**src/design/rsch_pkg.sv**
```systemverilog
// ----------------------------------------------------------------------------
// rsch_pkg: shared types and constants of the ray and sphere hit block
// Holds the sphere entry layout, the item kinds, the status codes, the
// sequencer states and the widths of the internal arithmetic.
// ----------------------------------------------------------------------------
package rsch_pkg;

    localparam int COORD_W    = 32;
    localparam int RAD_W      = 31;
    localparam int MAT_W      = 16;
    localparam int DIR_W      = 18;
    localparam int NORM_W     = 18;
    localparam int IN_DATA_W  = 296;
    localparam int OUT_DATA_W = 168;
    localparam int KIND_W     = 2;
    localparam int STATUS_W   = 3;

    // Internal arithmetic widths.
    localparam int S_W     = 33;   // origin minus center
    localparam int H_W     = 56;   // dot(dir, s), signed
    localparam int T_W     = 57;   // roots, signed
    localparam int SS_W    = 68;   // |s|^2
    localparam int RR_W    = 62;   // radius^2
    localparam int HH_W    = 106;  // h^2
    localparam int DISC_W  = 108;  // discriminant, Q.64
    localparam int ROOT_W  = 54;   // square root of the discriminant
    localparam int MUL_W   = 64;
    localparam int PROD_W  = 128;
    localparam int OFF_W   = 44;   // offset and unsaturated hit coordinate
    localparam int V_W     = 45;   // hit point minus center
    localparam int DIV_W   = 48;   // divider remainder
    localparam int Q_W     = 17;   // normal quotient before clamping

    localparam logic [Q_W-1:0] NORM_ONE = 17'd65536;

    typedef enum logic [KIND_W-1:0] {
        KIND_LOAD  = 2'd0,
        KIND_TRACE = 2'd1,
        KIND_CLEAR = 2'd2,
        KIND_NONE  = 2'd3
    } kind_t;

    typedef enum logic [STATUS_W-1:0] {
        ST_LOADED  = 3'd0,
        ST_FULL    = 3'd1,
        ST_MISS    = 3'd2,
        ST_HIT     = 3'd3,
        ST_CLEARED = 3'd4
    } status_t;

    typedef struct packed {
        logic [MAT_W-1:0]   mat;
        logic [RAD_W-1:0]   r;
        logic [COORD_W-1:0] cz;
        logic [COORD_W-1:0] cy;
        logic [COORD_W-1:0] cx;
    } ball_t;

    typedef struct packed {
        logic             start;
        logic [MUL_W-1:0] a;
        logic [MUL_W-1:0] b;
    } mul_req_t;

    typedef enum logic [3:0] {
        S_IDLE,
        S_READ,
        S_LATCH,
        S_MUL,
        S_CMP,
        S_SQRT,
        S_ROOT,
        S_NEXT,
        S_AXIS,
        S_DSET,
        S_DIV,
        S_NORM,
        S_DONE
    } state_t;

endpackage

```
**src/design/rsch_sqrt.sv**
```systemverilog
// ----------------------------------------------------------------------------
// rsch_sqrt: floor square root, one result bit per cycle
// Digit-by-digit restoring square root of a 108-bit radicand.
// ----------------------------------------------------------------------------
module rsch_sqrt
    import rsch_pkg::*;
(
    input  logic              clk,
    input  logic              rst_n,
    input  logic              start,
    input  logic [DISC_W-1:0] radicand,
    output logic              done,
    output logic [ROOT_W-1:0] root
);

    localparam int REM_W = ROOT_W + 3;

    logic              busy_reg;
    logic              done_reg;
    logic [5:0]        cnt_reg;
    logic [DISC_W-1:0] x_reg;
    logic [REM_W-1:0]  rem_reg;
    logic [ROOT_W-1:0] root_reg;
    logic [REM_W-1:0]  rem_sh;
    logic [REM_W-1:0]  trial;
    logic              take;

    assign rem_sh = {rem_reg[REM_W-3:0], x_reg[DISC_W-1 -: 2]};
    assign trial  = REM_W'({root_reg, 2'b01});
    assign take   = rem_sh >= trial;

    always_ff @(posedge clk or negedge rst_n)
    begin
        if (!rst_n)
        begin
            busy_reg <= 1'b0;
            done_reg <= 1'b0;
            cnt_reg  <= '0;
        end
        else
        begin
            done_reg <= 1'b0;
            if (start)
            begin
                busy_reg <= 1'b1;
                cnt_reg  <= '0;
            end
            else if (busy_reg)
            begin
                cnt_reg <= cnt_reg + 6'd1;
                if (cnt_reg == 6'(ROOT_W - 1))
                begin
                    busy_reg <= 1'b0;
                    done_reg <= 1'b1;
                end
            end
        end
    end

    always_ff @(posedge clk)
    begin
        if (start)
        begin
            x_reg    <= radicand;
            rem_reg  <= '0;
            root_reg <= '0;
        end
        else if (busy_reg)
        begin
            x_reg    <= x_reg << 2;
            rem_reg  <= take ? (rem_sh - trial) : rem_sh;
            root_reg <= {root_reg[ROOT_W-2:0], take};
        end
    end

    assign done = done_reg;
    assign root = root_reg;

endmodule

```
**config.mk**
```make
export PLATFORM = sky130hd
export DESIGN_NAME = rsch_sqrt
export DESIGN_NICKNAME = d
export VERILOG_FILES = /design/src/design/rsch_pkg.sv /design/src/design/rsch_sqrt.sv
export SDC_FILE = /design/constraint.sdc
export NUM_CORES = 1
export LEC_CHECK = 0
export BUFFER_PORTS_ARGS = -buffer_cell sky130_fd_sc_hd__buf_2
export CORE_MARGIN = 10
export CORE_UTILIZATION = 63
export CTS_CLUSTER_SIZE = 20
export DETAILED_ROUTE_END_ITERATION = 10
export PLACE_DENSITY = 0.95
export SYNTH_ARGS = -nofsm -noshare
export SYNTH_HDL_FRONTEND = slang
export SYNTH_SLANG_ARGS = --single-unit
```
**constraint.sdc**
```tcl
create_clock -name clk -period 5.7 [get_ports clk]
set_input_delay 0.855 -clock clk [delete_from_list [all_inputs] [get_ports clk]]
set_output_delay 0.855 -clock clk [all_outputs]
set_load 0.01 [all_outputs]
```
## Word-level counts from Yosys, hierarchy flattened

Cells that the tools add are included.

| storage, ports and cells | value |
|---|---|
| register bits | 225 |
| input port bits | 111 |
| output and inout port bits | 55 |
| word-level logic and storage cells | 22 |

| cells by class | value |
|---|---|
| add/sub/neg operators | 2 |
| magnitude comparators | 1 |
| equal/unequal tests | 1 |
| mux-type cells | 11 |
| reduce and logical (&&, ||, !) cells | 1 |

Operators with widths:

| kind | number |
|---|---|
| $mux 108 | 2 |
| $ge 57x56->1 | 1 |
| $mux 55 | 1 |
| $sub 55x55->55 | 1 |
| $mux 6 | 2 |
| $add 6x1->6 const B | 1 |
| $eq 6x6->1 const B | 1 |
| $mux 1 | 6 |
| $reduce_bool 2->1 | 1 |

## Logic depth before layout (Yosys ltp)

Gate-level depths: netlist (run 1).

| logic depth | value |
|---|---|
| depth in word-level cells | 4 |
| depth in mapped cells | 15 |

## Worst setup path before layout (run 1)

Ideal clock, no wire load.

| timing path | value |
|---|---|
| path type | input to register |
| start point | input port start |
| end point | register x_reg[0], enable pin |
| library setup time | 461 ps |
| arrival time | 3569 ps |
| data required time | 5239 ps |
| path slack | 1670 ps |
| stages on the path | 4 |
| path buffers | 2 |
| cell sequence | clkbuf_1 > clkbuf_1 > nor2_1 > inv_1 |

| on the way | value |
|---|---|
| longest elaborated chain between the ends | 1 |

Ends and longest elaborated chain:

| element | line | source |
|---|---|---|
| start: declaration | rsch_sqrt.sv:10 | `input logic start,` |
| $reduce_bool 2->1 (no source line) | -- |  |
| end signal: assignment | rsch_sqrt.sv:64 | `x_reg <= radicand;` |
| end signal: assignment | rsch_sqrt.sv:70 | `x_reg <= x_reg << 2;` |
| end: declaration | rsch_sqrt.sv:21 | `logic [DISC_W-1:0] x_reg;` |

Every way passes these cells.
A chain may end at the register's enable or synchronous reset.

## Worst setup path in the final report (run 1)

| timing path | value |
|---|---|
| start point | register root_reg[2], in the netlist root[2] |
| end point | register rem_reg[14] |

| on the way | value |
|---|---|
| longest elaborated chain between the ends | 2 |

Ends and longest elaborated chain:

| element | line | source |
|---|---|---|
| start: declaration | rsch_sqrt.sv:23 | `logic [ROOT_W-1:0] root_reg;` |
| start signal: assignment | rsch_sqrt.sv:72 | `root_reg <= {root_reg[ROOT_W-2:0], take};` |
| $sub 55x55->55 / $ge 57x56->1 (equally long branches) | rsch_sqrt.sv:71, rsch_sqrt.sv:30 |  |
| $mux 55 * | rsch_sqrt.sv:71 | `rem_reg <= take ? (rem_sh - trial) : rem_sh;` |
| end signal: assignment | rsch_sqrt.sv:71 |  |
| end: declaration | rsch_sqrt.sv:22 | `logic [REM_W-1:0] rem_reg;` |

Every way passes the cells marked *; elsewhere a longest branch is shown, timed or not.

==> results of run 1 <==
[placed cells by master, fill, tap and decap left out, types with 5 or more instances in the layout]
master / synthesis / final
o31ai_1: 5 / 5
edfxtp_1: 108 / 108
mux2_2: 107 / 107
mux2i_1: 53 / 53
inv_1: 75 / 74
a311oi_1: 43 / 43
ha_1: 58 / 58
and2_1: 7 / 7
clkbuf_1: 65 / 8
nor2_1: 151 / 151
o21bai_1: 12 / 12
xor2_1: 17 / 17
a31oi_1: 10 / 10
o21a_1: 7 / 7
nand2_1: 138 / 138
nor2b_1: 7 / 7
dfrtp_1: 8 / 7
xnor2_1: 35 / 35
nand4_1: 24 / 24
buf_4: 0 / 6
nand3_1: 16 / 16
nor4_1: 7 / 7
nand2b_1: 7 / 7
a211oi_1: 10 / 10
a21oi_1: 70 / 70
buf_2: 9 / 164
nor3_1: 14 / 14
a21o_1: 23 / 23
o21ai_0: 43 / 43
clkbuf_16: 0 / 24
dfxtp_1: 109 / 109
[through the flow]
| step | power (W) | hold slack, ps | util (%) | cells |
|---|---|---|---|---|
| 2_1_floorplan | 0.004828 | 466.7 | - | 1301 |
| 3_3_place_gp | 0.005478 | 479.4 | 68.92 | 1655 |
| 3_5_place_dp | 0.005580 | 486.1 | 68.92 | 1655 |
| 4_1_cts | 0.007123 | 150.0 | 72.78 | 1699 |
| 5_1_grt | 0.007622 | 161.7 | 72.79 | 1700 |
| 6_report | 0.007175 | 158.4 | 72.80 | 1701 |
[synthesized netlist by cell type (12+ instances only)]
| library cell | number | area (um^2) |
|---|---|---|
| o21bai_1 | 12 | 90.09 |
| mux2_2 | 107 | 1205 |
| ha_1 | 58 | 725.7 |
| dfxtp_1 | 109 | 2182 |
| nand3_1 | 16 | 80.08 |
| mux2i_1 | 53 | 530.5 |
| a21oi_1 | 70 | 350.3 |
| nand2_1 | 138 | 518.0 |
| nand4_1 | 24 | 150.1 |
| xor2_1 | 17 | 148.9 |
| a21o_1 | 23 | 172.7 |
| edfxtp_1 | 108 | 3243 |
| o21ai_0 | 43 | 215.2 |
| nor2_1 | 151 | 566.8 |
| clkbuf_1 | 65 | 244.0 |
| a311oi_1 | 43 | 376.6 |
| nor3_1 | 14 | 70.07 |
| xnor2_1 | 35 | 306.5 |
| inv_1 | 75 | 281.5 |
[power groups by stage]
stage,clock network [W],registers (W),logic (W)
finish,0.00151,0.00209,0.00357
global route,0.00160,0.00211,0.00392
CTS,0.00153,0.00209,0.00351
floorplan,0,0.00207,0.00276
detailed placement,0,0.00211,0.00347
global placement,0,0.00209,0.00338
[routing by layer]
layer | share of wire, % | wire length [um]
met5 | 0 | 0
met4 | 2.9 | 1013
met3 | 7.5 | 2565
met2 | 50 | 17150
met1 | 40 | 13620
[cells by family (layout without fill, tap and decap cells)]
group,count (synthesis),in the layout
muxes,160,160
and+or+nand+nor,391,391
xor gates and xnor gates,52,52
other,0,2
adders and majority gates,58,58
AOI/OAI and AO/OA,258,258
buffers and inverters,157,290
DFF,225,225
[layout make-up]
class | instances | area share, %
clock buffers | 35 | 4.711
flip-flops and latches | 225 | 39.47
repair buffers | 171 | 6.167
well taps | 265 | 2.325
inverters | 75 | 1.991
diodes | 2 | 0.03509
multi-input cells | 919 | 44.71
clock inverters | 9 | 0.5878
[worst max-delay path: cells and delay by family (launching register included)]
kind	cells	cell delay (ps)
adders and majority gates	1	370
and+or+nand+nor	3	890
buffers and inverters	2	510
DFF	1	370
AOI/OAI and AO/OA	7	1900
[path summary, 6_finish.rpt]
| check | cells after the start | from | slack (ps) | end |
|---|---|---|---|---|
| setup / recovery | 13 | root[2] | 1520 | rem_reg[14] |
| hold / removal | 1 | rst_n | 160 | done |
| setup reg to reg | 13 | root[2] | 1520 | rem_reg[14] |
| hold reg to reg | 2 | rem_reg[30] | 490 | rem_reg[32] |
| max in group asynchronous | 1 | rst_n | 5340 | cnt_reg[1] |
| min in group clk | 2 | rem_reg[30] | 490 | rem_reg[32] |
==> impl_metrics.ini, run 1 <==
[detailed_routing]
dr.pass1.iters = 5
dr.first_iter.drc_count = 1094
via_per_inst = 6.068
antenna_left = 0
routed_wl_mm = 34.34
via_count = 10320
drc = 0
wire_per_inst_um = 20.19

[die]
rows = 51
dieWidth_um = 161.5
die_h_um = 161.5
fp.coreArea_mm2 = 0.01959
start_util_pct = 64.41
die_area_mm2 = 0.02609
io_pins = 166

[finish]
nets = 1585
final-seq-area_mm2 = 0.005629
stdcell_area_mm2 = 0.01426
multiInputGateArea_mm2 = 0.006377
layout-drive-gt1-share_pct = 22.66
largest_register_ffs = 108
syn_to_final_growth_pct = 13.03
fillers = 1326

[timing]
fin_tns_setup_ps = 0
max_slew_margin_pct = 28.79
fin_crit_ps = 4180
fin_worst_skew_ps = 29.73
fin_crit_sh_pct = 73.34
finalMaxSlewViolations = 0
rsz0062_at_grt = false
worstMarginPinSlew_ps = 1068
fin_ws_ps = 1520
setup_viol = 0
max_freq_mhz = 239.2
timing.final.hold_violations = 0

[cts]
clockBufferDepth = 3
ctsResizeCount = 0
cts_setup_buffers = 0
cts.clk_slew.worst_paths_ps = 70
cts_tree = built
h-tree-depth = 1
clk_latency_ps = 540
clockRootBuffer = clkbuf_16
cts_buffers = 24
ctsHoldBuffers = 0
clock-sinks = 225

[synth]
yosys.area_share.simple_pct = 13.52
avgSynthCellArea_um2 = 9.699
synth_compound_area_share_pct = 13.91
synth_cells = 1301
ys_warn_count = 0
syn_nets = 1470
ys_types = 65
synthAdderAreaFrac_pct = 5.751
async_reset_ff_share_pct = 3.556
synth_xor_area_share_pct = 3.609
synth-edff-count = 108
synth_top_family_by_area = compound AO/OA/AOI/OAI gates
yosys_register_bits = 225
ys.flop_type = dfxtp_1
synth_mux_area_share_pct = 13.75
syn_area_mm2 = 0.01262
seq_area_frac_synth_pct = 44.58

[global_route]
grt_pass1_wl_mm = 53.87
overflow = 0
top_usage_layer = met2
antenna_found_initial = 1
grtUsageMet2_pct = 43.68
use_met3_pct = 4.677
grt_max_degree = 93
grt_pass1_vias = 9979
grt_use_met1_pct = 30.43
grt_use_total_pct = 24.94

[worst_hold_path]
hp-class = primary input to async pin

[worst_setup_path]
max_stage_delay_ps = 610
end_kind = flip-flop
worstPathRequired_ps = 6110
crit_type = flip-flop to flip-flop
crit_chain = inv_1, ha_1, o21ai_1, a221oi_1, o2bb2ai_1, o21ai_0, a211oi_1, or3_4, a41o_1, or2_1, buf_4, nor3_1, a311o_1
start_kind = flip-flop
cp_slowest_cell = or2_1
cp.arrival_ps = 4590
path_max_fanout = 33

[placed_design]
place_area_mm2 = 0.01350
routabilityCongestion = 0.9703
port_buffers = 165
post-place-ws_ps = 1617
dp_hpwl_mm = 23.89

[power_and_ir_drop]
p_seq_share_pct = 29.2
p_sw_share_pct = 40.71
pwr-share-comb_pct = 49.7
internal_power_w = 0.004254
p_per_area_mw_per_mm2 = 503.1
p_leak_nw = 6.350
ir_drop_mv = 0.3027
switching_power_w = 0.002921
power_frac_clock_pct = 21.1

[job]
maxCapViolations = 0

[run_status]
outcome = finished clean
(Power assumes the default switching activity.)
==> inputs of run 2 (changes only) <==
CORE_UTILIZATION = 59   (was 63)
PLACE_DENSITY = 0.91   (was 0.95)
clock period = 4.04 ns   (was 5.7 ns; I/O delays follow)
==> run 2 against run 1 <==
Net effect:
- sequential cell count is the same
- cell area is 0.97% higher
- critical path type unchanged
- cell count increased by 0.76%
- combinational power up 42%
- core utilization decreased by 4.3 points
- setup slack worse by 1300 ps
- largest power group unchanged
- total power grew 43%
- via count shrank 1.3%
- highest routed layer unchanged
- die area increased by 5.9%
- count of clock-buffer cells in the layout unchanged
==> impl_metrics.ini, run 2 (synthesized netlist as in run 1, its figures left out) <==
[global_route]
antenna_found_initial = 0
grt_pass1_wl_mm = 50.66
grt_pass1_vias = 9811
grt_use_total_pct = 21.40
overflow = 0
grt_max_degree = 143

[worst_setup_path]
r2r-start = root[24]
crit_type = flip-flop to flip-flop
rr_endpoint = rem_reg[35]
cp_num_buf_inv = 2
start_kind = flip-flop
reg2reg_slack_ps = 170
cp.arrival_ps = 4220
end_kind = flip-flop
crit_chain = inv_1, ha_1, a21o_1, a31oi_2, o221ai_2, a41oi_2, o221ai_1, or3_4, a41o_1, or2_2, buf_4, o21ai_0, a211oi_1
max_stage_delay_ps = 460
startpoint = root[24]
endpoint = rem_reg[35]
worstPathRequired_ps = 4390
reg2reg_depth = 13
crit_family = compound AO/OA/AOI/OAI gates
cp.depth = 13
cp_slowest_cell = or2_2
path_max_fanout = 17

[finish]
final_util_pct = 68.51
nets = 1590
largest_register_ffs = 108
layout_commonest_cell = buf_2
syn_to_final_growth_pct = 14.13
final_cell_mix = buf_2 (164), nor2_1 (151), nand2_1 (138)
post_layout_nonfiller_instances = 1714
stdcell_area_mm2 = 0.01440
layout-drive-gt1-share_pct = 23.42
antenna_cells = 0

[detailed_routing]
dr.first_iter.drc_count = 965
via_per_inst = 5.941
antenna_left = 0
routed_wl_mm = 31.39
dr.pass1.iters = 9
via_count = 10180
wire_per_inst_um = 18.31
drc = 0

[placed_design]
place_inst = 1669
port_buffers = 165
dp_hpwl_mm = 21.99
place_area_mm2 = 0.01357
routabilityCongestion = 0.9484

[timing]
timing.final.hold_violations = 0
finalMaxSlewViolations = 0
max_slew_margin_pct = 45.21
max_freq_mhz = 258.6
fin_worst_skew_ps = 12.06
fin_tns_setup_ps = 0
rsz0062_at_grt = false
setup_viol = 0
worstMarginPinSlew_ps = 821.9
fin_crit_ps = 3866
fin_crit_sh_pct = 95.70

[power_and_ir_drop]
p_per_area_mw_per_mm2 = 713.4
internal_power_w = 0.006159
power.total_w = 0.01027
power_frac_clock_pct = 22.0
p_seq_share_pct = 28.6
p_leak_nw = 6.420
pwr-share-comb_pct = 49.4
switching_power_w = 0.004115
ir_drop_mv = 0.5266
p_sw_share_pct = 40.05

[job]
maxCapViolations = 0

[die]
fp.coreArea_mm2 = 0.02102
dieWidth_um = 166.2
start_util_pct = 60.03
io_pins = 166
die_area_mm2 = 0.02764
die_h_um = 166.2
rows = 53

[cts]
cts_buffers = 24
cts_tree = built
cts_setup_buffers = 0
h-tree-depth = 1
clockBufferDepth = 3
cts.clk_slew.worst_paths_ps = 60
clock-sinks = 225
clk_latency_ps = 530
clockRootBuffer = clkbuf_16

[run_status]
outcome = finished clean

[worst_hold_path]
hp-class = primary input to flip-flop
==> run 2: cell types whose count changed in the layout (fill, tap and decap cells not counted), moves of 2 or more <==
cell / previous run / this run
buf_12: 0 / 2
buf_4: 6 / 8
clkbuf_1: 8 / 4
clkbuf_16: 24 / 26
clkbuf_8: 4 / 6
clkinv_1: 3 / 0
clkinv_2: 3 / 5
diode_2: 2 / 0
==> run 2: worst min path at each step <==
stage                     cells past startpoint  slack, ps       end        start
after CTS                                     2        350  x_reg[0]  radicand[0]
after detailed placement                      1        460      done        rst_n
after floorplan                               0        310  busy_reg        rst_n
after global routing                          2        350  x_reg[0]  radicand[0]
final                                         2        370  x_reg[0]  radicand[0]
after global placement                        1        450      done        rst_n
==> run 2: area by class of cell <==
class | instances | area, um^2
clock inverters | 9 | 87.58
well taps | 275 | 344.1
flip-flops and latches | 225 | 5629
fillers | 1546 | 6620
inverters | 75 | 284.0
clock buffers | 35 | 734.5
repair buffers | 176 | 944.7
multi-input cells | 919 | 6377
==> run 2: power by group through the flow <==
stage / combinational [W] / clock (W) / sequential (W)
finish: 0.00508 / 0.00226 / 0.00294
global route: 0.00557 / 0.00238 / 0.00297
CTS: 0.00499 / 0.00229 / 0.00293
detailed placement: 0.00493 / 0 / 0.00297
global placement: 0.00483 / 0 / 0.00296
floorplan: 0.00390 / 0 / 0.00291
==> run 2: worst reg2reg max path, cell delays in order (launching register included) <==
cell	delay, ps
dfxtp_1	380
inv_1	70
ha_1	380
a21o_1	230
a31oi_2	240
o221ai_2	150
a41oi_2	240
o221ai_1	170
or3_4	440
a41o_1	320
or2_2	460
buf_4	260
o21ai_0	220
a211oi_1	140
==> run 2: layer usage <==
| layer | GRT usage [%] | part of all wire (%) | wire length [um] | vias up |
|---|---|---|---|---|
| li1 | - | - | - | 4904 |
| met1 | 27.70 | 43 | 13380 | 4827 |
| met2 | 36.23 | 48 | 15120 | 394 |
| met3 | 4.023 | 7.1 | 2223 | 58 |
| met4 | 5.040 | 2.1 | 660 | 0 |
| met5 | 0 | 0 | 0 | - |
==> run 2: timing repair <==
item	CTS	global route
endpoints found under the hold margin	8	0
hold buffers	1	0
resized for setup	0	1
endpoints found under the setup margin	0	32
==> run 2: per-stage QoR <==
| stage | hold slack (ps) | setup slack, ps |
|---|---|---|
| 2_1_floorplan | 310.4 | 259.0 |
| 3_3_place_gp | 454.9 | 422.0 |
| 3_5_place_dp | 457.5 | 234.3 |
| 4_1_cts | 353.9 | 112.6 |
| 5_1_grt | 353.5 | 29.84 |
| 6_report | 366.7 | 173.5 |
==> inputs of run 3 (changes only) <==
CORE_MARGIN = default   (was 10)
REMOVE_ABC_BUFFERS = 1   (was default)
TNS_END_PERCENT = 50   (was default)
==> run 3 against run 2 <==
Net effect:
- hold slack gained 1.7 ps
- sequential cell count unchanged
- non-clock buffer count increased by 2
- total power is 0.18% higher
- fmax up 8.2%
- register-to-register slack better by 290 ps
- global-route usage up 6.6 points
- combinational power barely moved
- sequential power barely moved
- first-iteration DRC count shrank 28%
==> impl_metrics.ini, run 3 (synthesized netlist as in run 1, its figures left out) <==
[run_status]
outcome = finished clean

[global_route]
grt_pass1_vias = 10080
antenna_found_initial = 0
grt_pass1_wl_mm = 49.65
overflow = 0
grt_use_total_pct = 28.03
grt_max_degree = 91

[cts]
clockBufferDepth = 3
cts.clk_slew.worst_paths_ps = 60
clk_latency_ps = 540
h-tree-depth = 1
clockRootBuffer = clkbuf_16
clock-sinks = 225
cts_buffers = 25
cts_tree = built

[power_and_ir_drop]
p_per_area_mw_per_mm2 = 713.0
pwr-share-comb_pct = 49.1
power_frac_clock_pct = 22.2
internal_power_w = 0.006165
ir_drop_mv = 0.4415
power.total_w = 0.01029
p_leak_nw = 6.434
p_sw_share_pct = 40.10
switching_power_w = 0.004127
p_seq_share_pct = 28.7

[detailed_routing]
dr.first_iter.drc_count = 696
routed_wl_mm = 30.74
via_per_inst = 5.958
drc = 0
antenna_left = 0
via_count = 10240
dr.pass1.iters = 7
wire_per_inst_um = 17.89

[worst_setup_path]
crit_type = flip-flop to flip-flop
reg2reg_slack_ps = 460
end_kind = flip-flop
start_kind = flip-flop
worstPathRequired_ps = 4460
cp.arrival_ps = 4000
path_max_fanout = 21

[placed_design]
routabilityCongestion = 0.9582
port_buffers = 165
dp_hpwl_mm = 21.35
place_inst = 1670
place_area_mm2 = 0.01359

[finish]
nets = 1593
layout_commonest_cell = buf_2
antenna_cells = 0
final-seq-area_mm2 = 0.005629
fillers = 1527
largest_register_ffs = 108
layout-drive-gt1-share_pct = 23.28
stdcell_area_mm2 = 0.01444
final_cell_mix = buf_2 (164), nor2_1 (151), nand2_1 (138)
post_layout_nonfiller_instances = 1718
final_util_pct = 68.67
multiInputGateArea_mm2 = 0.006377
syn_to_final_growth_pct = 14.40

[timing]
setup_viol = 0
rsz0062_at_grt = false
fin_crit_ps = 3575
worstMarginPinSlew_ps = 819.6
fin_crit_sh_pct = 88.49
fin_worst_skew_ps = 9.426
finalMaxSlewViolations = 0
max_slew_margin_pct = 45.36
timing.final.hold_violations = 0
max_freq_mhz = 279.7

[die]
die_area_mm2 = 0.02198
fp.coreArea_mm2 = 0.02102
dieWidth_um = 148.2
start_util_pct = 60.03
rows = 53
die_h_um = 148.2
io_pins = 166

[worst_hold_path]
hp-class = primary input to flip-flop

[job]
maxCapViolations = 0
## run 3: layer usage
metal	up-vias	track usage, %	share of wire (%)
met5	-	0	0
met4	0	9.021	3.1
met3	81	7.362	8.3
met2	399	48.24	48
met1	4833	34.14	40
li1	4922	-	-
## run 3: path summary, 6_finish.rpt
path,end,cells after the start,from
hold reg to reg,rem_reg[22],2,rem_reg[20]
max in group asynchronous,busy_reg,2,rst_n
hold / removal,x_reg[105],2,radicand[105]
setup / recovery,rem_reg[11],13,root[24]
min in group asynchronous,cnt_reg[3],2,rst_n
setup reg to reg,rem_reg[11],13,root[24]
## run 3: power by group through the flow
stage | sequential (W) | combinational [W] | clock [W]
floorplan | 0.00292 | 0.00375 | 0
global placement | 0.00297 | 0.00476 | 0
detailed placement | 0.00298 | 0.00490 | 0
CTS | 0.00295 | 0.00495 | 0.00231
global route | 0.00298 | 0.00555 | 0.00240
finish | 0.00295 | 0.00505 | 0.00229
## run 3: per-stage QoR
step	worst slack, ps	hold slack [ps]	setup TNS (ps)
floorplan	-2526	310.4	-292390
global placement	578.4	455.1	0
detailed placement	374.4	460.4	0
CTS	225.2	348.7	0
global route	283.1	351.2	0
finish	464.9	368.4	0
## run 3: cell type report
cell class / count / share of cell area, %
sequential: 225 / 39.00
clock inverter: 6 / 0.5287
multi-input combinational: 919 / 44.18
timing repair buffer: 178 / 6.735
inverter: 75 / 1.968
tap: 275 / 2.384
clock buffer: 40 / 5.209
## run 3: critical path, stage by stage, from the launching register on
cell and delay, ps:
dfxtp_1 380, inv_1 60, ha_1 380, a21o_1 230
a31oi_2 230, o221ai_2 150, a41oi_2 220, o221ai_1 140
or3_4 440, a41o_1 320, nor2_4 140, buf_4 280
nand2_1 110, a311oi_1 340
## run 3: repair_timing
action / CTS / global route
resized for setup: 0 / 1
hold buffers: 1 / 0
setup endpoints to repair: 0 / 1
setup buffers: 0 / 1
endpoints found under the hold margin: 8 / 0
